**src/rtl/tiff_ifd_entry_parser_core_defines.svh**
```systemverilog
// Assertion macros used by the directory entry parser core.
`ifndef TIFF_IFD_ENTRY_PARSER_CORE_DEFINES_SVH
`define TIFF_IFD_ENTRY_PARSER_CORE_DEFINES_SVH
`ifndef SYNTHESIS
`define TIFD_ASSERT(name, prop, msg) \
    name: assert property (@(posedge clk) disable iff (!rst_n) prop) else $error(msg);
`define TIFD_ASSERT_ALWAYS(name, prop, msg) \
    name: assert property (@(posedge clk) prop) else $error(msg);
`else
`define TIFD_ASSERT(name, prop, msg)
`define TIFD_ASSERT_ALWAYS(name, prop, msg)
`endif
`endif

```
**src/rtl/tifd_pkg.sv**
```systemverilog
// Types, constants and field helpers for the directory entry parser.
package tifd_pkg;

    localparam int MaxEntryBytes      = 20;
    localparam int BigEntryBytes      = 20;
    localparam int StitchedEntryBytes = 16;
    localparam int ClassicEntryBytes  = 12;
    localparam int WideFieldBytes     = 8;
    localparam int NarrowFieldBytes   = 4;
    localparam int BigFieldOffset     = 12;
    localparam int ClassicFieldOffset = 8;
    localparam int OfsW               = 37;

    localparam logic [1:0] MODE_CLASSIC  = 2'd0;
    localparam logic [1:0] MODE_BIGTIFF  = 2'd1;
    localparam logic [1:0] MODE_STITCHED = 2'd2;
    localparam logic [1:0] MODE_EXTENDED = 2'd3;

    localparam logic [3:0] REG_FORMAT_MODE       = 4'd0;
    localparam logic [3:0] REG_BIG_ENDIAN        = 4'd1;
    localparam logic [3:0] REG_TAG_COUNT         = 4'd2;
    localparam logic [3:0] REG_TABLE_FILE_OFFSET = 4'd3;

    localparam logic [15:0] TYPE_BYTE      = 16'd1;
    localparam logic [15:0] TYPE_ASCII     = 16'd2;
    localparam logic [15:0] TYPE_SHORT     = 16'd3;
    localparam logic [15:0] TYPE_LONG      = 16'd4;
    localparam logic [15:0] TYPE_RATIONAL  = 16'd5;
    localparam logic [15:0] TYPE_SBYTE     = 16'd6;
    localparam logic [15:0] TYPE_UNDEFINED = 16'd7;
    localparam logic [15:0] TYPE_SSHORT    = 16'd8;
    localparam logic [15:0] TYPE_SLONG     = 16'd9;
    localparam logic [15:0] TYPE_SRATIONAL = 16'd10;
    localparam logic [15:0] TYPE_FLOAT     = 16'd11;
    localparam logic [15:0] TYPE_DOUBLE    = 16'd12;
    localparam logic [15:0] TYPE_IFD       = 16'd13;
    localparam logic [15:0] TYPE_LONG8     = 16'd16;
    localparam logic [15:0] TYPE_SLONG8    = 16'd17;
    localparam logic [15:0] TYPE_IFD8      = 16'd18;

    typedef logic [MaxEntryBytes-1:0][7:0] tifd_bytes_t;
    typedef logic [WideFieldBytes-1:0][7:0] tifd_lanes_t;

    typedef struct packed {
        logic              kind;
        logic              big_endian;
        logic              bigt;
        logic              stitched;
        logic              osize8;
        logic              ptr_ok;
        tifd_bytes_t       bytes;
        logic [31:0]       index;
        logic [OfsW-1:0]   pos_ofs;
        logic [OfsW-1:0]   loc_ofs;
    } tifd_snap_t;

    typedef struct packed {
        logic        kind;
        logic [15:0] tag_code;
        logic [15:0] data_type;
        logic [63:0] value_count;
        logic [63:0] value_location;
        logic        inline_flag;
        logic [63:0] inline_value;
        logic [3:0]  inline_length;
        logic [63:0] entry_file_position;
        logic [31:0] entry_index;
    } tifd_result_t;

    // Assembles a 4- or 8-byte field in the configured byte order.
    function automatic logic [63:0] read_field(tifd_lanes_t lanes, logic wide, logic be);
        logic [63:0] v;
        v = '0;
        for (int k = 0; k < WideFieldBytes; k++) begin
            if (wide) begin
                v[8*k +: 8] = be ? lanes[3'(WideFieldBytes - 1 - k)] : lanes[3'(k)];
            end
            else if (k < NarrowFieldBytes) begin
                v[8*k +: 8] = be ? lanes[3'(NarrowFieldBytes - 1 - k)] : lanes[3'(k)];
            end
        end
        return v;
    endfunction

    // Returns the shift that divides the inline capacity by the type size.
    // The valid flag is low for types of unknown size.
    function automatic logic [2:0] type_shift(logic [15:0] dtype);
        logic [2:0] r;
        case (dtype)
            TYPE_BYTE, TYPE_ASCII, TYPE_SBYTE, TYPE_UNDEFINED:     r = 3'b100;
            TYPE_SHORT, TYPE_SSHORT:                               r = 3'b101;
            TYPE_LONG, TYPE_SLONG, TYPE_FLOAT, TYPE_IFD:           r = 3'b110;
            TYPE_RATIONAL, TYPE_SRATIONAL, TYPE_DOUBLE,
            TYPE_LONG8, TYPE_SLONG8, TYPE_IFD8:                    r = 3'b111;
            default:                                               r = 3'b000;
        endcase
        return r;
    endfunction

endpackage

```
**src/rtl/tiff_ifd_entry_parser_core.sv**
```systemverilog
// Top level of the directory entry parser: byte collection, staging and result register.
//
// Channel  Handshake                  Payload
// item     item_valid / item_ready    region, byte_value, last_in_region
// result   result_valid / result_ready kind, tag_code ... entry_index
// cfg      cfg_valid / cfg_ready      cfg_index, cfg_data
//
// One byte is taken per cycle while item_ready is high; each byte updates the collection
// registers, and a byte that completes an entry or pointer also moves it into a staging register,
// from which it is decoded into the result register once that register is empty or its result is taken.
// item_ready drops only while both the staging and the result register are full.
// Reset clears the configuration and the stream state; cfg_ready is always high.
`include "tiff_ifd_entry_parser_core_defines.svh"

module tiff_ifd_entry_parser_core
    import tifd_pkg::*;
(
    input  logic        clk,
    input  logic        rst_n,

    input  logic        cfg_valid,
    output logic        cfg_ready,
    input  logic [3:0]  cfg_index,
    input  logic [63:0] cfg_data,

    input  logic        item_valid,
    output logic        item_ready,
    input  logic        region,
    input  logic [7:0]  byte_value,
    input  logic        last_in_region,

    output logic        result_valid,
    input  logic        result_ready,
    output logic        kind,
    output logic [15:0] tag_code,
    output logic [15:0] data_type,
    output logic [63:0] value_count,
    output logic [63:0] value_location,
    output logic        inline_flag,
    output logic [63:0] inline_value,
    output logic [3:0]  inline_length,
    output logic [63:0] entry_file_position,
    output logic [31:0] entry_index
);

    logic [1:0]      mode_reg;
    logic            be_reg;
    logic [31:0]     tag_count_reg;
    logic [63:0]     offset_reg;

    tifd_bytes_t     entry_reg;
    tifd_bytes_t     entry_next;
    tifd_lanes_t     ptr_reg;
    tifd_lanes_t     ptr_next;
    logic [4:0]      bp_reg;
    logic [4:0]      bp_next;
    logic [31:0]     done_reg;
    logic [31:0]     done_next;
    logic [3:0]      plen_reg;
    logic [3:0]      plen_next;
    logic [OfsW-1:0] acc12_reg;
    logic [OfsW-1:0] acc12_next;
    logic [OfsW-1:0] acc20_reg;
    logic [OfsW-1:0] acc20_next;

    tifd_snap_t      snap_reg;
    tifd_snap_t      snap_next;
    logic            snap_valid_reg;
    logic            snap_valid_next;
    tifd_result_t    out_reg;
    tifd_result_t    decoded;
    logic            out_valid_reg;

    logic            accept;
    logic            out_load;
    logic            produce;
    logic            bigt;
    logic            stitched;
    logic            osize8;
    logic [4:0]      esize;
    logic [3:0]      osize;
    logic [4:0]      bp_inc;
    logic [3:0]      plen_inc;
    logic [OfsW-1:0] stride_acc;

    assign cfg_ready = 1'b1;

    always_ff @(posedge clk or negedge rst_n)
    begin
        if (!rst_n)
        begin
            mode_reg      <= MODE_CLASSIC;
            be_reg        <= 1'b0;
            tag_count_reg <= '0;
            offset_reg    <= '0;
        end
        else if (cfg_valid)
        begin
            case (cfg_index)
                REG_FORMAT_MODE:       mode_reg      <= cfg_data[1:0];
                REG_BIG_ENDIAN:        be_reg        <= cfg_data[0];
                REG_TAG_COUNT:         tag_count_reg <= cfg_data[31:0];
                REG_TABLE_FILE_OFFSET: offset_reg    <= cfg_data;
                default:               ;
            endcase
        end
    end

    assign bigt     = (mode_reg == MODE_BIGTIFF);
    assign stitched = (mode_reg == MODE_STITCHED);
    assign osize8   = (mode_reg != MODE_CLASSIC);
    assign esize    = bigt ? 5'(BigEntryBytes)
                    : (stitched ? 5'(StitchedEntryBytes) : 5'(ClassicEntryBytes));
    assign osize    = osize8 ? 4'(WideFieldBytes) : 4'(NarrowFieldBytes);

    assign out_load   = snap_valid_reg && (!out_valid_reg || result_ready);
    assign item_ready = !snap_valid_reg || out_load;
    assign accept     = item_valid && item_ready;

    always_comb
    begin
        entry_next = entry_reg;
        ptr_next   = ptr_reg;
        bp_next    = bp_reg;
        done_next  = done_reg;
        plen_next  = plen_reg;
        acc12_next = acc12_reg;
        acc20_next = acc20_reg;
        produce    = 1'b0;
        bp_inc     = bp_reg;
        plen_inc   = plen_reg;
        stride_acc = bigt ? acc20_reg : acc12_reg;

        snap_next            = snap_reg;
        snap_next.big_endian = be_reg;
        snap_next.bigt       = bigt;
        snap_next.stitched   = stitched;
        snap_next.osize8     = osize8;
        snap_next.index      = done_reg;
        snap_next.pos_ofs    = stride_acc;
        snap_next.loc_ofs    = stride_acc + (bigt ? OfsW'(BigFieldOffset)
                                                  : OfsW'(ClassicFieldOffset));

        if (accept)
        begin
            if (region)
            begin
                if (plen_reg < osize)
                begin
                    ptr_next[plen_reg[2:0]] = byte_value;
                    plen_inc = plen_reg + 4'd1;
                end
                plen_next = plen_inc;
                if (last_in_region)
                begin
                    produce          = 1'b1;
                    snap_next.kind   = 1'b1;
                    snap_next.ptr_ok = (plen_inc >= osize);
                    snap_next.bytes  = '0;
                    snap_next.bytes[7:0] = ptr_next;
                    bp_next    = '0;
                    done_next  = '0;
                    plen_next  = '0;
                    acc12_next = '0;
                    acc20_next = '0;
                end
            end
            else
            begin
                if (bp_reg < 5'(MaxEntryBytes))
                begin
                    entry_next[bp_reg] = byte_value;
                    bp_inc = bp_reg + 5'd1;
                end
                if (bp_inc < esize)
                begin
                    bp_next = last_in_region ? 5'd0 : bp_inc;
                end
                else
                begin
                    bp_next = '0;
                    if (done_reg < tag_count_reg)
                    begin
                        produce          = 1'b1;
                        snap_next.kind   = 1'b0;
                        snap_next.ptr_ok = 1'b0;
                        snap_next.bytes  = entry_next;
                        done_next  = done_reg + 32'd1;
                        acc12_next = acc12_reg + OfsW'(ClassicEntryBytes);
                        acc20_next = acc20_reg + OfsW'(BigEntryBytes);
                    end
                end
            end
        end

        if (produce)
        begin
            snap_valid_next = 1'b1;
        end
        else
        begin
            snap_valid_next = snap_valid_reg && !out_load;
        end
    end

    always_ff @(posedge clk or negedge rst_n)
    begin
        if (!rst_n)
        begin
            bp_reg         <= '0;
            done_reg       <= '0;
            plen_reg       <= '0;
            acc12_reg      <= '0;
            acc20_reg      <= '0;
            snap_valid_reg <= 1'b0;
            out_valid_reg  <= 1'b0;
        end
        else
        begin
            bp_reg         <= bp_next;
            done_reg       <= done_next;
            plen_reg       <= plen_next;
            acc12_reg      <= acc12_next;
            acc20_reg      <= acc20_next;
            snap_valid_reg <= snap_valid_next;
            if (out_load)
            begin
                out_valid_reg <= 1'b1;
            end
            else if (result_ready)
            begin
                out_valid_reg <= 1'b0;
            end
        end
    end

    always_ff @(posedge clk)
    begin
        entry_reg <= entry_next;
        ptr_reg   <= ptr_next;
        if (produce)
        begin
            snap_reg <= snap_next;
        end
        if (out_load)
        begin
            out_reg <= decoded;
        end
    end

    tifd_decode u_decode
    (
        .snap              (snap_reg),
        .table_file_offset (offset_reg),
        .res               (decoded)
    );

    assign result_valid        = out_valid_reg;
    assign kind                = out_reg.kind;
    assign tag_code            = out_reg.tag_code;
    assign data_type           = out_reg.data_type;
    assign value_count         = out_reg.value_count;
    assign value_location      = out_reg.value_location;
    assign inline_flag         = out_reg.inline_flag;
    assign inline_value        = out_reg.inline_value;
    assign inline_length       = out_reg.inline_length;
    assign entry_file_position = out_reg.entry_file_position;
    assign entry_index         = out_reg.entry_index;

    `TIFD_ASSERT_ALWAYS(a_bp_range, bp_reg <= 5'(MaxEntryBytes), "Entry byte position overflow.")
    `TIFD_ASSERT_ALWAYS(a_plen_range, plen_reg <= 4'(WideFieldBytes), "Pointer length overflow.")
    `TIFD_ASSERT(a_stall_cause, !item_ready |-> (snap_valid_reg && result_valid && !result_ready), "Input stalled without a full pipeline.")
    `TIFD_ASSERT(a_ptr_clears, (accept && region && last_in_region) |=> (done_reg == 32'd0 && bp_reg == 5'd0 && plen_reg == 4'd0), "Pointer end did not clear the stream state.")
    `TIFD_ASSERT(a_acc_track, acc12_reg == OfsW'(done_reg) * OfsW'(ClassicEntryBytes), "Position accumulator out of step with entry count.")

endmodule

```
**src/rtl/tifd_decode.sv**
```systemverilog
// Field extraction and inline test for one collected entry or pointer.
module tifd_decode
    import tifd_pkg::*;
(
    input  tifd_snap_t   snap,
    input  logic [63:0]  table_file_offset,
    output tifd_result_t res
);

    tifd_lanes_t count_lanes;
    tifd_lanes_t field_lanes;
    tifd_lanes_t ptr_lanes;
    logic        flen8;
    logic [63:0] count;
    logic [63:0] field_value;
    logic [63:0] ptr_value;
    logic [63:0] pos;
    logic [63:0] inline_loc;
    logic [2:0]  tshift;
    logic [3:0]  cap;
    logic [3:0]  limit;
    logic        inl;

    assign count_lanes = snap.bytes[11:4];
    assign field_lanes = snap.bytes[19:12];
    assign ptr_lanes   = snap.bytes[7:0];
    assign flen8       = snap.bigt || snap.stitched;

    tifd_lanes_t fl;
    assign fl = snap.bigt ? field_lanes : snap.bytes[15:8];

    assign count       = read_field(count_lanes, snap.bigt, snap.big_endian);
    assign field_value = read_field(fl, flen8, snap.big_endian);
    assign ptr_value   = read_field(ptr_lanes, snap.osize8, snap.big_endian);

    assign pos        = table_file_offset + 64'(snap.pos_ofs);
    assign inline_loc = table_file_offset + 64'(snap.loc_ofs);

    assign tshift = type_shift(snap.bigt ? 16'h0 : 16'h0);

    logic [15:0] code;
    logic [15:0] dtype;
    logic [2:0]  ts;

    assign code  = snap.big_endian ? {snap.bytes[0], snap.bytes[1]}
                                   : {snap.bytes[1], snap.bytes[0]};
    assign dtype = snap.big_endian ? {snap.bytes[2], snap.bytes[3]}
                                   : {snap.bytes[3], snap.bytes[2]};
    assign ts    = type_shift(dtype) | tshift;
    assign cap   = snap.bigt ? 4'(WideFieldBytes) : 4'(NarrowFieldBytes);
    assign limit = cap >> ts[1:0];
    assign inl   = !ts[2] || (count <= {60'b0, limit});

    always_comb
    begin
        res = '0;
        res.kind = snap.kind;
        if (snap.kind)
        begin
            res.value_location = snap.ptr_ok ? ptr_value : 64'b0;
            res.inline_length  = snap.osize8 ? 4'(WideFieldBytes) : 4'(NarrowFieldBytes);
        end
        else
        begin
            res.tag_code            = code;
            res.data_type           = dtype;
            res.value_count         = count;
            res.value_location      = inl ? inline_loc : field_value;
            res.inline_flag         = inl;
            res.inline_value        = flen8 ? 64'(fl) : {32'b0, fl[3:0]};
            res.inline_length       = flen8 ? 4'(WideFieldBytes) : 4'(NarrowFieldBytes);
            res.entry_file_position = pos;
            res.entry_index         = snap.index;
        end
    end

endmodule
```
**config.mk**
```make
export PLATFORM = sky130hd
export DESIGN_NAME = tiff_ifd_entry_parser_core
export DESIGN_NICKNAME = d
export VERILOG_FILES = /design/src/rtl/tifd_pkg.sv /design/src/rtl/tiff_ifd_entry_parser_core.sv /design/src/rtl/tifd_decode.sv
export VERILOG_INCLUDE_DIRS = /design/src /design/src/rtl
export SDC_FILE = /design/constraint.sdc
export NUM_CORES = 2
export LEC_CHECK = 0
export BUFFER_PORTS_ARGS = -buffer_cell sky130_fd_sc_hd__buf_4
export CAP_MARGIN = 20
export CORE_MARGIN = 2
export CORE_UTILIZATION = 50
export CTS_CLUSTER_SIZE = 20
export DETAILED_ROUTE_END_ITERATION = 7
export PLACE_DENSITY = 0.75
export SYNTH_ARGS = -nofsm -noshare
export SYNTH_HDL_FRONTEND = slang
export SYNTH_SLANG_ARGS = --single-unit
export TNS_END_PERCENT = 10
```
**constraint.sdc**
```tcl
create_clock -name clk -period 21.3 [get_ports clk]
set_clock_uncertainty 0.1 [all_clocks]
set_input_delay 3.195 -clock clk [delete_from_list [all_inputs] [get_ports clk]]
set_output_delay 3.195 -clock clk [all_outputs]
set_load 0.02 [all_outputs]
```
==> run metrics <==
Crit. End Element=primary output; status=finished, final reports clean; mux share of post-synthesis cell area=between 10% and 20%; clock buffer count from CTS=105; final-layout fill cell count=~8100; sequential fraction of the synthesis area=between 50% and 60%; first-pass GRT wire length=about 220000 µm; Final Hold Vio Count=0; setup_tns=0 ns; Cell Area, Placed=55100 µm²; Overall Global Routing Usage=28.8%; post-CTS sizing=0; register-to-register setup slack=roughly 16 ns; XOR/XNOR Fraction of Synth Area=under 10%; post-layout min period=7.27 ns; number of DRC markers in iteration 0=between 4000 and 5000; Core ar.=roughly 100000 µm²; Finished Cell Area=between 50000 and 60000 µm²; YS warnings=0; worst vdd ir=0.0581 mV; simple logic cell fraction of the synthesized area=approximately 13%; crit path max fanout=5; Worst Max-Slew Pin Slew=about 1.3 ns; Clock Tree Buf Depth=3; max reg flops=approximately 270; ys async rst share=about a fifth; Post-CTS Setup Inserts=0; Antenna Cells=0; initial cell density of the core=roughly half; setup ws final=14.03 ns; largest net degree at the start of global routing=211; fmax=137 MHz; Top Ports=412; Area Overhead vs Synth=15.6%; number of global-route vias before repair=around 34000; crit path DAT=3.98 ns; Worst path most repeated cell=buf_4; Vias=~36000; commonest non-fill, non-tap cell in the layout=edfxtp_1; Post-synth EDFFs=around 820; total routed wirelength=between 150000 and 200000 µm; most frequent cells in the layout=817 x edfxtp_1, 457 x buf_4, 377 x mux2_2; Avg Inst Size Synth=around 12 µm²; Yosys reg bits=~1000; CP Data Required Time=18.01 ns; Final HPWL DP=around 110000 µm; Hold Buf Count CTS=0; antenna-violating nets left=0; CP max-delay cell=nand3b_1; H-tree depth=3; Max Cap Viol=0; power per cell area=a little over 90 nW/µm²; DRC viols=0; die outline height=323 µm; CP Launch Type=input port; PortBufs=408; Avg WL per Cell=25.8 µm; Compound-Gate Fraction of Synth Area=under 10%; global route overflow=0; Lkg Pwr=22.8 nW; die area=approximately 100000 µm²; CTS clk-pin slew, worst paths=around 0.060 ns; clock sinks=roughly 1000; Slew headroom=between 10% and 20%; initial antenna violation count=2; Nets=approximately 4700; Skew-Pair Late Insertion Delay=between 0.6 and 0.7 ns; post-synthesis adder-cell area fraction=~3.2%; CTS tree=done; Worst path max stage delay=approximately 0.37 ns; Rows=~120; root buf cell=clkbuf_16; Cells after Synth=about 4200; Routability Congestion=between 0.9 and 1; total power=approximately 5.5 mW; Tcrit/Tclk final=34.1%; Max Transition Viols Final=0; cells along the critical path=buf_4 -> nand3b_1 -> buf_4; Setup CP Type=input port to primary output; Yosys cell types=80; hold crit path type=register to register; unrepaired setup endpoints after global routing=no; layout cells sized above 1=22.4%; pre-CTS setup slack=approximately 14 ns; Top FF cell, synth=edfxtp_1; TritonRoute pass-1 iters=8; die width=roughly 320 µm; vias per inst=about 6.1; largest family of logic cells by synthesized area=simple AND/OR/NAND/NOR gates; endpoints failing setup=0; post-synthesis cell area=50800 µm²
==> critical path, delay by kind of cell <==
family	cells	cell delay (ns)
buffers and inverters	2	0.41
and+or+nand+nor	1	0.37
==> final timing paths <==
| check | to | cells after the start | start |
|---|---|---|---|
| min in group asynchronous | offset_reg[46]$_DFFE_PN0P_ | 1 | rst_n |
| min reg2reg | snap_reg[270]$_DFFE_PP_ | 0 | be_reg$_DFFE_PN0P_ |
| min | snap_reg[270]$_DFFE_PP_ | 0 | be_reg$_DFFE_PN0P_ |
| max in group asynchronous | acc20_reg[15]$_DFFE_PN0P_ | 3 | rst_n |
| max | item_ready | 3 | result_ready |
| max reg2reg | value_location[62]$_DFFE_PP_ | 20 | snap_reg[270]$_DFFE_PP_ |
==> cell type report <==
| class | count | area [µm²] | area share [%] |
|---|---|---|---|
| Multi-Input combinational cell | 2805 | 19600 | 33.4 |
| Sequential cell | 1029 | 29800 | 50.8 |
| Timing Repair Buffer | 463 | 3520 | 6.00 |
| Inverter | 124 | 473 | 0.805 |
| Clock inverter | 62 | 671 | 1.14 |
| Tap cell | 1357 | 1700 | 2.89 |
| Clock buffer | 138 | 2930 | 4.98 |
==> synthesized netlist by cell type (62+ instances only) <==
library cell | instances | share of area (%)
nor2_1 | 297 | 2.2
edfxtp_1 | 817 | 48
dfrtp_1 | 212 | 10
nand2_1 | 372 | 2.7
nand3_1 | 100 | 0.99
ha_1 | 127 | 3.1
and3_1 | 62 | 0.76
mux2i_1 | 158 | 3.1
o21ai_0 | 148 | 1.5
mux2_2 | 377 | 8.4
nor2b_1 | 145 | 1.8
inv_1 | 121 | 0.89
xnor2_1 | 93 | 1.6
a21oi_1 | 207 | 2.0
clkbuf_1 | 201 | 1.5
==> power breakdown <==
part	switching [mW]	leakage (nW)	internal, mW	total, mW
registers	0.139	10.4	2.36	2.50
clock network	0.804	1.77	1.12	1.92
logic	0.669	10.6	0.383	1.05
==> layer usage <==
layer	routed length (µm)	track usage, %	vias up	share of wire (%)
met5	13	0	-	0.0084
li1	-	-	16174	-
met1	63900	41.7	17989	41
met3	16900	6.59	285	11
met4	5260	9.24	2	3.4
met2	67900	43.2	1961	44
==> through the flow <==
| step | cells | util [%] | hold WS, ns |
|---|---|---|---|
| 2_1_floorplan | 4196 | - | 0.319 |
| 3_3_place_gp | 5775 | 54.9 | 0.366 |
| 3_5_place_dp | 5775 | 54.9 | 0.368 |
| 4_1_cts | 5975 | 58.4 | 0.383 |
| 5_1_grt | 5978 | 58.5 | 0.408 |
| 6_report | 5978 | 58.5 | 0.385 |
==> kinds of logic (layout without fill, tap and decap cells) <==
| group | count (synthesis) | after routing |
|---|---|---|
| XOR/XNOR | 154 | 154 |
| buffers and inverters | 362 | 787 |
| adder cells (fa/ha/maj) | 128 | 128 |
| multiplexers | 535 | 535 |
| AO/OA/AOI/OAI | 688 | 688 |
| other | 2 | 4 |
| flip-flops | 1029 | 1029 |
| AND/OR/NAND/NOR | 1296 | 1296 |
(Power assumes the default switching activity.)
